### src/sv/rfp_pkg.sv
`default_nettype none

package rfp_pkg;

  localparam logic [31:0] CRC_POLY = 32'hEDB88320;
  localparam logic [31:0] CRC_INIT = 32'hFFFFFFFF;
  localparam logic [31:0] MIN_FRAME = 32'd26;

  // parse phases of one frame
  typedef enum logic [10:0] {
    PH_START   = 11'b000_0000_0001,
    PH_PKLEN   = 11'b000_0000_0010,
    PH_REQLEN  = 11'b000_0000_0100,
    PH_REQ     = 11'b000_0000_1000,
    PH_SVCLEN  = 11'b000_0001_0000,
    PH_SVC     = 11'b000_0010_0000,
    PH_ERR     = 11'b000_0100_0000,
    PH_INFOLEN = 11'b000_1000_0000,
    PH_INFO    = 11'b001_0000_0000,
    PH_PAYLOAD = 11'b010_0000_0000,
    PH_TRAILER = 11'b100_0000_0000
  } phase_e;

  // field tags
  localparam logic [2:0] FID_HDR     = 3'd0;
  localparam logic [2:0] FID_REQ     = 3'd1;
  localparam logic [2:0] FID_SVC     = 3'd2;
  localparam logic [2:0] FID_INFO    = 3'd3;
  localparam logic [2:0] FID_PAYLOAD = 3'd4;

  // frame status codes
  localparam logic [2:0] ST_OK       = 3'd0;
  localparam logic [2:0] ST_SHORT    = 3'd1;
  localparam logic [2:0] ST_BAD_SOF  = 3'd2;
  localparam logic [2:0] ST_LEN_MISM = 3'd3;
  localparam logic [2:0] ST_OVERRUN  = 3'd4;
  localparam logic [2:0] ST_CRC_BAD  = 3'd5;
  localparam logic [2:0] ST_BAD_EOF  = 3'd6;

  // configuration register indexes
  localparam logic REG_START_MARKER = 1'b0;
  localparam logic REG_END_MARKER   = 1'b1;

  localparam logic [7:0] START_MARKER_RST = 8'h02;
  localparam logic [7:0] END_MARKER_RST   = 8'h03;

endpackage

`default_nettype wire

### src/sv/rfp_if.sv
`default_nettype none

interface rfp_in_if;
  logic       valid;
  logic       ready;
  logic [7:0] in_byte;
  logic       frame_last;

  modport source (output valid, output in_byte, output frame_last, input ready);
  modport sink   (input valid, input in_byte, input frame_last, output ready);
endinterface

interface rfp_out_if;
  logic        valid;
  logic        ready;
  logic [2:0]  field_id;
  logic [7:0]  payload_byte;
  logic        payload_valid;
  logic        frame_done;
  logic [2:0]  frame_status;
  logic [31:0] error_code_out;

  modport source (
    output valid, output field_id, output payload_byte, output payload_valid,
    output frame_done, output frame_status, output error_code_out, input ready
  );
  modport sink (
    input valid, input field_id, input payload_byte, input payload_valid,
    input frame_done, input frame_status, input error_code_out, output ready
  );
endinterface

`default_nettype wire

### src/sv/rfp_crc.sv
`default_nettype none

// One byte of a reflected CRC-32 update, bit by bit.
module rfp_crc (
  input  wire logic [31:0] crc_i,
  input  wire logic [7:0]  data_i,
  output logic      [31:0] crc_o
);
  import rfp_pkg::*;

  logic [31:0] c;

  always_comb begin
    c = crc_i ^ {24'd0, data_i};
    for (int k = 0; k < 8; k++) begin
      c = c[0] ? (CRC_POLY ^ (c >> 1)) : (c >> 1);
    end
    crc_o = c;
  end

endmodule

`default_nettype wire

### src/sv/rpc_frame_parser_crc32_unit.sv
// An accepted byte is held in the output register before it shows on the output port.
// Throughput: one word per cycle while out_o.ready is high; the output register frees
// as it is taken, so input and output may both move in the same cycle.
// Reset (rst_ni low, asynchronous) empties the output register, returns the parser
// to the start phase and loads the markers with 0x02 and 0x03.
`default_nettype none

module rpc_frame_parser_crc32_unit (
  input  wire logic        clk_i,
  input  wire logic        rst_ni,
  rfp_in_if.sink           in_i,
  rfp_out_if.source        out_o,
  input  wire logic        psel,
  input  wire logic        penable,
  input  wire logic        pwrite,
  input  wire logic [2:0]  paddr,
  input  wire logic [31:0] pwdata,
  output logic      [31:0] prdata,
  output logic             pready
);
  import rfp_pkg::*;

  // ---------------- configuration ----------------
  logic [7:0] start_marker_q, end_marker_q;
  logic       cfg_wr;

  assign pready = 1'b1;
  assign cfg_wr = psel && penable && pwrite;
  assign prdata = {24'd0, (paddr[2] == REG_END_MARKER) ? end_marker_q : start_marker_q};

  always_ff @(posedge clk_i or negedge rst_ni) begin
    if (!rst_ni) begin
      start_marker_q <= START_MARKER_RST;
      end_marker_q   <= END_MARKER_RST;
    end else if (cfg_wr) begin
      unique case (paddr[2])
        REG_START_MARKER: start_marker_q <= pwdata[7:0];
        REG_END_MARKER:   end_marker_q   <= pwdata[7:0];
        default: ;
      endcase
    end
  end

  // ---------------- parser state ----------------
  phase_e      phase_q, phase_d;
  logic [31:0] count_q, count_d;
  logic [31:0] decl_q, decl_d;
  logic [31:0] rem_q, rem_d;
  logic [23:0] word_q, word_d;
  logic [31:0] crc_q, crc_d;
  logic [31:0] rx_crc_q, rx_crc_d;
  logic [31:0] err_q, err_d;
  logic        start_bad_q, start_bad_d;
  logic        overrun_q, overrun_d;
  logic        end_ok_q, end_ok_d;

  logic        in_fire;
  logic        out_valid_q;
  logic [7:0]  b;
  logic [31:0] w;
  logic [31:0] rem_dec;
  logic [31:0] crc_next;
  logic [33:0] idx_p5, idx_p1, total, total_d;
  logic        crc_en, is_trailer, idx_zero;
  logic [2:0]  fid, status;
  logic        pvalid;

  assign in_i.ready = !out_valid_q || out_o.ready;
  assign in_fire    = in_i.valid && in_i.ready;
  assign b          = in_i.in_byte;
  assign w          = {word_q, b};
  assign rem_dec    = (rem_q != 32'd0) ? rem_q - 32'd1 : 32'd0;
  assign idx_p5     = {2'b00, count_q} + 34'd5;
  assign idx_p1     = {2'b00, count_q} + 34'd1;
  assign total      = {2'b00, decl_q} + 34'd2;
  assign idx_zero   = (count_q == 32'd0);
  assign crc_en     = !idx_zero && ((count_q < 32'd5) || (idx_p5 < total));
  assign is_trailer = (count_q >= 32'd5) && (idx_p5 >= total);

  rfp_crc u_crc (
    .crc_i  (crc_q),
    .data_i (b),
    .crc_o  (crc_next)
  );

  always_comb begin
    phase_d     = phase_q;
    decl_d      = decl_q;
    rem_d       = rem_q;
    word_d      = word_q;
    rx_crc_d    = rx_crc_q;
    err_d       = err_q;
    start_bad_d = start_bad_q;
    overrun_d   = overrun_q;
    end_ok_d    = end_ok_q;
    fid         = FID_HDR;
    pvalid      = 1'b0;
    count_d     = (count_q != 32'hFFFF_FFFF) ? count_q + 32'd1 : count_q;
    crc_d       = crc_en ? crc_next : crc_q;

    if (idx_zero) begin
      start_bad_d = (b != start_marker_q);
      phase_d     = PH_PKLEN;
      rem_d       = 32'd4;
      word_d      = 24'd0;
    end else if (is_trailer) begin
      if (phase_q != PH_PAYLOAD && phase_q != PH_TRAILER) begin
        overrun_d = 1'b1;
      end
      phase_d = PH_TRAILER;
      if (idx_p1 < total) begin
        rx_crc_d = {rx_crc_q[23:0], b};
      end else if (idx_p1 == total) begin
        end_ok_d = (b == end_marker_q);
      end
    end else begin
      unique case (phase_q) inside
        PH_PKLEN, PH_REQLEN, PH_SVCLEN, PH_ERR, PH_INFOLEN: begin
          word_d = w[23:0];
          rem_d  = rem_dec;
          if (rem_dec == 32'd0) begin
            word_d = 24'd0;
            if (phase_q == PH_PKLEN) begin
              decl_d  = w;
              phase_d = PH_REQLEN;
              rem_d   = 32'd4;
            end else if (phase_q == PH_REQLEN) begin
              // an empty field skips straight to the next length word
              phase_d = (w == 32'd0) ? PH_SVCLEN : PH_REQ;
              rem_d   = (w == 32'd0) ? 32'd4 : w;
            end else if (phase_q == PH_SVCLEN) begin
              phase_d = (w == 32'd0) ? PH_ERR : PH_SVC;
              rem_d   = (w == 32'd0) ? 32'd4 : w;
            end else if (phase_q == PH_ERR) begin
              err_d   = w;
              phase_d = PH_INFOLEN;
              rem_d   = 32'd4;
            end else begin
              phase_d = (w == 32'd0) ? PH_PAYLOAD : PH_INFO;
              rem_d   = w;
            end
          end
        end
        PH_REQ, PH_SVC, PH_INFO: begin
          fid    = (phase_q == PH_REQ) ? FID_REQ : (phase_q == PH_SVC) ? FID_SVC : FID_INFO;
          pvalid = 1'b1;
          rem_d  = rem_dec;
          if (rem_dec == 32'd0) begin
            word_d = 24'd0;
            if (phase_q == PH_REQ) begin
              phase_d = PH_SVCLEN;
              rem_d   = 32'd4;
            end else if (phase_q == PH_SVC) begin
              phase_d = PH_ERR;
              rem_d   = 32'd4;
            end else begin
              phase_d = PH_PAYLOAD;
            end
          end
        end
        PH_PAYLOAD: begin
          fid    = FID_PAYLOAD;
          pvalid = 1'b1;
        end
        default: ;
      endcase
    end
  end

  // close-out status, first failing check wins
  assign total_d = {2'b00, decl_d} + 34'd2;

  always_comb begin
    if (count_d < MIN_FRAME) begin
      status = ST_SHORT;
    end else if (start_bad_d) begin
      status = ST_BAD_SOF;
    end else if (total_d != {2'b00, count_d}) begin
      status = ST_LEN_MISM;
    end else if (overrun_d) begin
      status = ST_OVERRUN;
    end else if ((crc_d ^ CRC_INIT) != rx_crc_d) begin
      status = ST_CRC_BAD;
    end else if (!end_ok_d) begin
      status = ST_BAD_EOF;
    end else begin
      status = ST_OK;
    end
  end

  always_ff @(posedge clk_i or negedge rst_ni) begin
    if (!rst_ni) begin
      phase_q     <= PH_START;
      count_q     <= 32'd0;
      decl_q      <= 32'd0;
      rem_q       <= 32'd0;
      word_q      <= 24'd0;
      crc_q       <= CRC_INIT;
      rx_crc_q    <= 32'd0;
      err_q       <= 32'd0;
      start_bad_q <= 1'b0;
      overrun_q   <= 1'b0;
      end_ok_q    <= 1'b0;
    end else if (in_fire) begin
      if (in_i.frame_last) begin
        // drop everything and wait for the next start word
        phase_q     <= PH_START;
        count_q     <= 32'd0;
        decl_q      <= 32'd0;
        rem_q       <= 32'd0;
        word_q      <= 24'd0;
        crc_q       <= CRC_INIT;
        rx_crc_q    <= 32'd0;
        err_q       <= 32'd0;
        start_bad_q <= 1'b0;
        overrun_q   <= 1'b0;
        end_ok_q    <= 1'b0;
      end else begin
        phase_q     <= phase_d;
        count_q     <= count_d;
        decl_q      <= decl_d;
        rem_q       <= rem_d;
        word_q      <= word_d;
        crc_q       <= crc_d;
        rx_crc_q    <= rx_crc_d;
        err_q       <= err_d;
        start_bad_q <= start_bad_d;
        overrun_q   <= overrun_d;
        end_ok_q    <= end_ok_d;
      end
    end
  end

  // ---------------- output register ----------------
  always_ff @(posedge clk_i or negedge rst_ni) begin
    if (!rst_ni) begin
      out_valid_q <= 1'b0;
    end else if (in_fire) begin
      out_valid_q <= 1'b1;
    end else if (out_o.ready) begin
      out_valid_q <= 1'b0;
    end
  end

  always_ff @(posedge clk_i) begin
    if (in_fire) begin
      out_o.field_id       <= fid;
      out_o.payload_byte   <= pvalid ? b : 8'd0;
      out_o.payload_valid  <= pvalid;
      out_o.frame_done     <= in_i.frame_last;
      out_o.frame_status   <= in_i.frame_last ? status : ST_OK;
      out_o.error_code_out <= in_i.frame_last ? err_d : 32'd0;
    end
  end

  assign out_o.valid = out_valid_q;

  // ---------------- assertions ----------------
  a_tag_on_payload: assert property (@(posedge clk_i) disable iff (!rst_ni)
    out_valid_q && out_o.payload_valid |-> out_o.field_id != FID_HDR)
    else $error("payload word tagged as header");

  a_quiet_mid_frame: assert property (@(posedge clk_i) disable iff (!rst_ni)
    out_valid_q && !out_o.frame_done |->
      out_o.frame_status == ST_OK && out_o.error_code_out == 32'd0)
    else $error("status or error code shown before frame end");

  a_clear_after_last: assert property (@(posedge clk_i) disable iff (!rst_ni)
    in_fire && in_i.frame_last |=> count_q == 32'd0 && crc_q == CRC_INIT)
    else $error("frame state not cleared after last word");

  a_first_word_leaves_start: assert property (@(posedge clk_i) disable iff (!rst_ni)
    in_fire && !in_i.frame_last && phase_q == PH_START |=> phase_q == PH_PKLEN)
    else $error("start word did not advance to length phase");

  a_count_tracks: assert property (@(posedge clk_i) disable iff (!rst_ni)
    in_fire && !in_i.frame_last && count_q != 32'hFFFF_FFFF |=>
      count_q == $past(count_q) + 32'd1)
    else $error("byte counter out of step");

endmodule

`default_nettype wire

### src/flat_wrapper.sv
// flat-port wrapper written by rule: the top's interface ports become plain ports
module rpc_frame_parser_crc32_unit_flat import rfp_pkg::*;
  (clk_i, rst_ni, psel, penable, pwrite, paddr, pwdata, prdata, pready, in_i_valid, in_i_in_byte, in_i_frame_last, in_i_ready, out_o_valid, out_o_field_id, out_o_payload_byte, out_o_payload_valid, out_o_frame_done, out_o_frame_status, out_o_error_code_out, out_o_ready);
  rfp_in_if in_i_i ();
  rfp_out_if out_o_i ();
  input  wire logic clk_i;
  input  wire logic rst_ni;
  input  wire logic psel;
  input  wire logic penable;
  input  wire logic pwrite;
  input  wire logic [2:0] paddr;
  input  wire logic [31:0] pwdata;
  output logic      [31:0] prdata;
  output logic pready;
  input wire logic [$bits(in_i_i.valid)-1:0] in_i_valid;
  input wire logic [$bits(in_i_i.in_byte)-1:0] in_i_in_byte;
  input wire logic [$bits(in_i_i.frame_last)-1:0] in_i_frame_last;
  output wire logic [$bits(in_i_i.ready)-1:0] in_i_ready;
  output wire logic [$bits(out_o_i.valid)-1:0] out_o_valid;
  output wire logic [$bits(out_o_i.field_id)-1:0] out_o_field_id;
  output wire logic [$bits(out_o_i.payload_byte)-1:0] out_o_payload_byte;
  output wire logic [$bits(out_o_i.payload_valid)-1:0] out_o_payload_valid;
  output wire logic [$bits(out_o_i.frame_done)-1:0] out_o_frame_done;
  output wire logic [$bits(out_o_i.frame_status)-1:0] out_o_frame_status;
  output wire logic [$bits(out_o_i.error_code_out)-1:0] out_o_error_code_out;
  input wire logic [$bits(out_o_i.ready)-1:0] out_o_ready;
  assign in_i_i.valid = in_i_valid;
  assign in_i_i.in_byte = in_i_in_byte;
  assign in_i_i.frame_last = in_i_frame_last;
  assign in_i_ready = in_i_i.ready;
  assign out_o_valid = out_o_i.valid;
  assign out_o_field_id = out_o_i.field_id;
  assign out_o_payload_byte = out_o_i.payload_byte;
  assign out_o_payload_valid = out_o_i.payload_valid;
  assign out_o_frame_done = out_o_i.frame_done;
  assign out_o_frame_status = out_o_i.frame_status;
  assign out_o_error_code_out = out_o_i.error_code_out;
  assign out_o_i.ready = out_o_ready;
  rpc_frame_parser_crc32_unit u_core (.clk_i(clk_i), .rst_ni(rst_ni), .in_i(in_i_i), .out_o(out_o_i), .psel(psel), .penable(penable), .pwrite(pwrite), .paddr(paddr), .pwdata(pwdata), .prdata(prdata), .pready(pready));
endmodule
### config.mk
export PLATFORM = sky130hd
export DESIGN_NAME = rpc_frame_parser_crc32_unit_flat
export DESIGN_NICKNAME = d
export VERILOG_FILES = /design/src/sv/rfp_pkg.sv /design/src/sv/rfp_if.sv /design/src/sv/rfp_crc.sv /design/src/sv/rpc_frame_parser_crc32_unit.sv /design/src/flat_wrapper.sv
export SDC_FILE = /design/constraint.sdc
export NUM_CORES = 1
export LEC_CHECK = 0
export BUFFER_PORTS_ARGS = -buffer_cell sky130_fd_sc_hd__buf_2
export CAP_MARGIN = 10
export CORE_UTILIZATION = 45
export DETAILED_ROUTE_END_ITERATION = 8
export PLACE_DENSITY_LB_ADDON = 0.3
export SLEW_MARGIN = 20
export SYNTH_ARGS = -nofsm -noshare
export SYNTH_HDL_FRONTEND = slang
export SYNTH_SLANG_ARGS = --single-unit
### constraint.sdc
create_clock -name clk_i -period 10 [get_ports clk_i]
set_input_delay 0 -clock clk_i [delete_from_list [all_inputs] [get_ports clk_i]]
set_output_delay 0 -clock clk_i [all_outputs]
set_load 0.05 [all_outputs]
==> flow_summary.ini <==
[synthesis]
synth-xor-area-share_pct = 10.8
synth_edf_count = 48
syn_area_per_cell_sq_um = 8.60
synth_cells = 2524
synthDistinctLibCells = 86
ys_seq_area_share_pct = 35.3
async_reset_ff_share_pct = 83.7
synthSimpleGateAreaFrac_pct = 21.1
synth_compound_area_share_pct = 18.0
synth_top_family_by_area = simple AND/OR/NAND/NOR gates
syn_area_sq_um = 21700
synth_ff_type = dfrtp_1
synth_mux_area_share_pct = 5.33
synth-adder-area-share_pct = 4.15
ys_seq_elements = 295
yosysWarnings = 0

[global_routing]
grt_max_degree = 90
grt_pass1_wl_mm = 112
grt_util_all_layers_pct = 28.8
antenna_found_initial = 1
first_global_vias = 19000
gr-total-overflow = 0

[critical_path]
arrival_ns = 9.36
start_kind = register
critPathMaxFanout = 10
end_kind = register
reg2reg_depth = 28
critPathMaxStageDelay_ns = 0.73
crit_type = register to register
r2r_setup_slack_ns = 0.95
crit_path_top_delay_cell = nor4_1
timing.rr.start = u_core.count_q[0]
cp_data_required_time_ns = 10.31
worstReg2RegEnd = u_core.out_o.frame_status[1]

[layout]
nFillCells = 4492
antenna_cells = 0
multiInputGateArea_sq_um = 13000
nets = 2613
syn2layout_area_growth_pct = 8.88
postLayoutCellArea_sq_um = 23600
drive_gt1_share_pct = 11.4
seq_area_sq_um = 7670

[clock_tree]
root_buffer = clkbuf_16
numCtsBuffers = 35
cts_tree = yes
hold_buffers = 12
htree_levels = 2
postCtsResizedCells = 0
cts.sinks = 295
clk_path_buf_depth = 3
cts_setup_buffers = 0
clock_latency_ns = 0.56
clk_pin_slew_ns = 0.06

[placement]
hpwl_mm = 50.5
placed_area_sq_um = 22300
dp_slack_ns = 1.18
portBuffers = 82
place.gp.congestion = 0.964

[timing]
fin_tns_setup_ns = 0
worst_slew_pin_slew_ns = 1.17
worst_hold_slack_ns = -0.0209
fin_worst_skew_ns = 0.0253
fmax_mhz = 111
slew_violations = 0
slew_headroom_pct = 21.5
finalSetupViolCount = 0
period_needed_ns = 9.05
rsz0062_at_grt = false
setup_ws_ns = 0.951
period_share_pct = 90.5
finalHoldViolations = 11

[floorplanning]
fp.dieW_um = 222
start_util_pct = 45.5
dieArea_sq_um = 49100
row_count = 80
coreArea_sq_um = 47600
fp.dieH_um = 222
pin_count = 134

[drt]
drt-total-wl_mm = 71.1
routedWlPerCell_um = 22.7
drt_iter0_markers = 2059
antenna_left = 0
drtPass1Iterations = 5
num_vias = 19800
drc = 0
routed_via_density = 6.32

[pwr]
p_int_mw = 3.56
pwr-share-clk_pct = 20.8
p_leak_nw = 9.97
combinationalPowerShare_pct = 51.2
vdd_drop_max_v = 0.000234
cellPowerDensity_nw_per_um2 = 274
p_total_mw = 6.46
sw_frac_of_total_pct = 45.0
p_seq_share_pct = 28.0
power_switching_mw = 2.91

[min_path]
hp-class = input port to asynchronous set/reset pin

[run_status]
violations = hold timing
outcome = finished with violations

[run]
cap_violations = 0
[cell type report]
class                           count  area share, %
Clock buffer                       50           4.33
Multi-Input combinational cell   1986           55.1
Inverter                           43          0.689
Clock inverter                     14          0.720
Timing Repair Buffer              129           3.40
Sequential cell                   295           32.5
Tap cell                          615           3.26
[power groups by stage]
stage	sequential (mW)	combinational, mW	clock (mW)
after floorplan	1.73	2.53	0
after global placement	1.80	3.20	0
after detailed placement	1.81	3.25	0
after CTS	1.80	3.27	1.37
after global routing	1.84	3.61	1.41
final	1.81	3.31	1.34
[sequential cells by signal (all words and copies together) (netlist names), 8 cells and up]
| signal | flops |
|---|---|
| u_core.end_marker_q | 8 |
| u_core.start_marker_q | 8 |
| u_core.rem_q | 32 |
| u_core.rx_crc_q | 32 |
| u_core.word_q | 24 |
| u_core.decl_q | 32 |
| u_core.crc_q | 32 |
| u_core.out_o.payload_byte | 8 |
| u_core.count_q | 32 |
| u_core.out_o.error_code_out | 32 |
| u_core.err_q | 32 |
| u_core.phase_q | 11 |
[worst max-delay path, delay by kind of cell (launching register included)]
family | cells | cell delay [ns]
XOR/XNOR | 3 | 0.53
AND/OR/NAND/NOR | 14 | 4.24
AO/OA/AOI/OAI | 7 | 2.23
adder cells (fa/ha/maj) | 3 | 1.00
flip-flops | 1 | 0.55
multiplexers | 1 | 0.24
[cell usage after synthesis (all sizes together), types with 27 or more instances]
cell type / n / area, sq um
nor2: 178 / 671
clkbuf: 173 / 649
or3: 32 / 205
buf: 50 / 350
o22ai: 27 / 169
ha: 72 / 901
mux2i: 75 / 751
edfxtp: 48 / 1440
dfstp: 36 / 946
nand3: 74 / 370
nand2: 280 / 1050
nand4: 73 / 457
and3: 32 / 200
nor3: 82 / 410
o21ai: 156 / 785
xor2: 107 / 937
a22oi: 35 / 263
dfrtp: 211 / 5280
xnor2: 160 / 1400
a22o: 94 / 823
mux2: 36 / 405
nor4: 55 / 357
a21boi: 35 / 263
a21oi: 141 / 709
inv: 42 / 158
[routing by layer]
metal	vias up	part of all wire, %	global-route usage [%]
met2	793	46	46.0
met5	-	0	0
met3	126	6.8	3.41
met4	0	3.0	9.57
li1	8990	-	-
met1	9879	44	40.3
[layout by cell type (no fill, tap or decap), drive strengths merged, types with 42 or more instances in the layout]
cell and instances:
inv 42, mux2i 75, xor2 107, nor3 82, nand3 74, dfrtp 211
edfxtp 48, nor2 178, buf 117, a21oi 141, clkbuf 50, a22o 94
nand2 280, ha 72, xnor2 160, nand4 73, nor4 55, o21ai 156
[metrics by stage]
| step | std cells | utilization (%) | hold slack, ns |
|---|---|---|---|
| final | 3132 | 49.6 | -0.0209 |
| after global routing | 3132 | 49.6 | 0.0272 |
| after CTS | 3132 | 49.6 | 0.00130 |
| after detailed placement | 3056 | 46.8 | -0.0115 |
| after global placement | 3056 | 46.8 | -0.0192 |
| after floorplan | 2547 | - | -0.296 |
[cell families (layout without fill, tap and decap cells)]
group	count (synthesis)	in the layout
AO/OA/AOI/OAI	588	588
XOR/XNOR	267	267
adder cells (fa/ha/maj)	72	72
buffers and inverters	266	236
flip-flops	295	295
multiplexers	111	111
other	2	25
AND/OR/NAND/NOR	923	923
[worst max-delay path by stage]
stage / cells after the start / endpoint / slack [ns] / start
2_1_floorplan: 35 / u_core.out_o.frame_status[1] / 2.04 / u_core.decl_q[3]
3_3_place_gp: 28 / u_core.out_o.frame_status[1] / 1.31 / u_core.count_q[0]
3_5_place_dp: 28 / u_core.out_o.frame_status[1] / 1.18 / u_core.count_q[0]
4_1_cts: 28 / u_core.out_o.frame_status[1] / 1.15 / u_core.count_q[0]
5_1_grt: 28 / u_core.out_o.frame_status[1] / 0.46 / u_core.count_q[0]
6_report: 28 / u_core.out_o.frame_status[1] / 0.95 / u_core.count_q[0]
No activity file was read; power rests on OpenSTA's default activity.
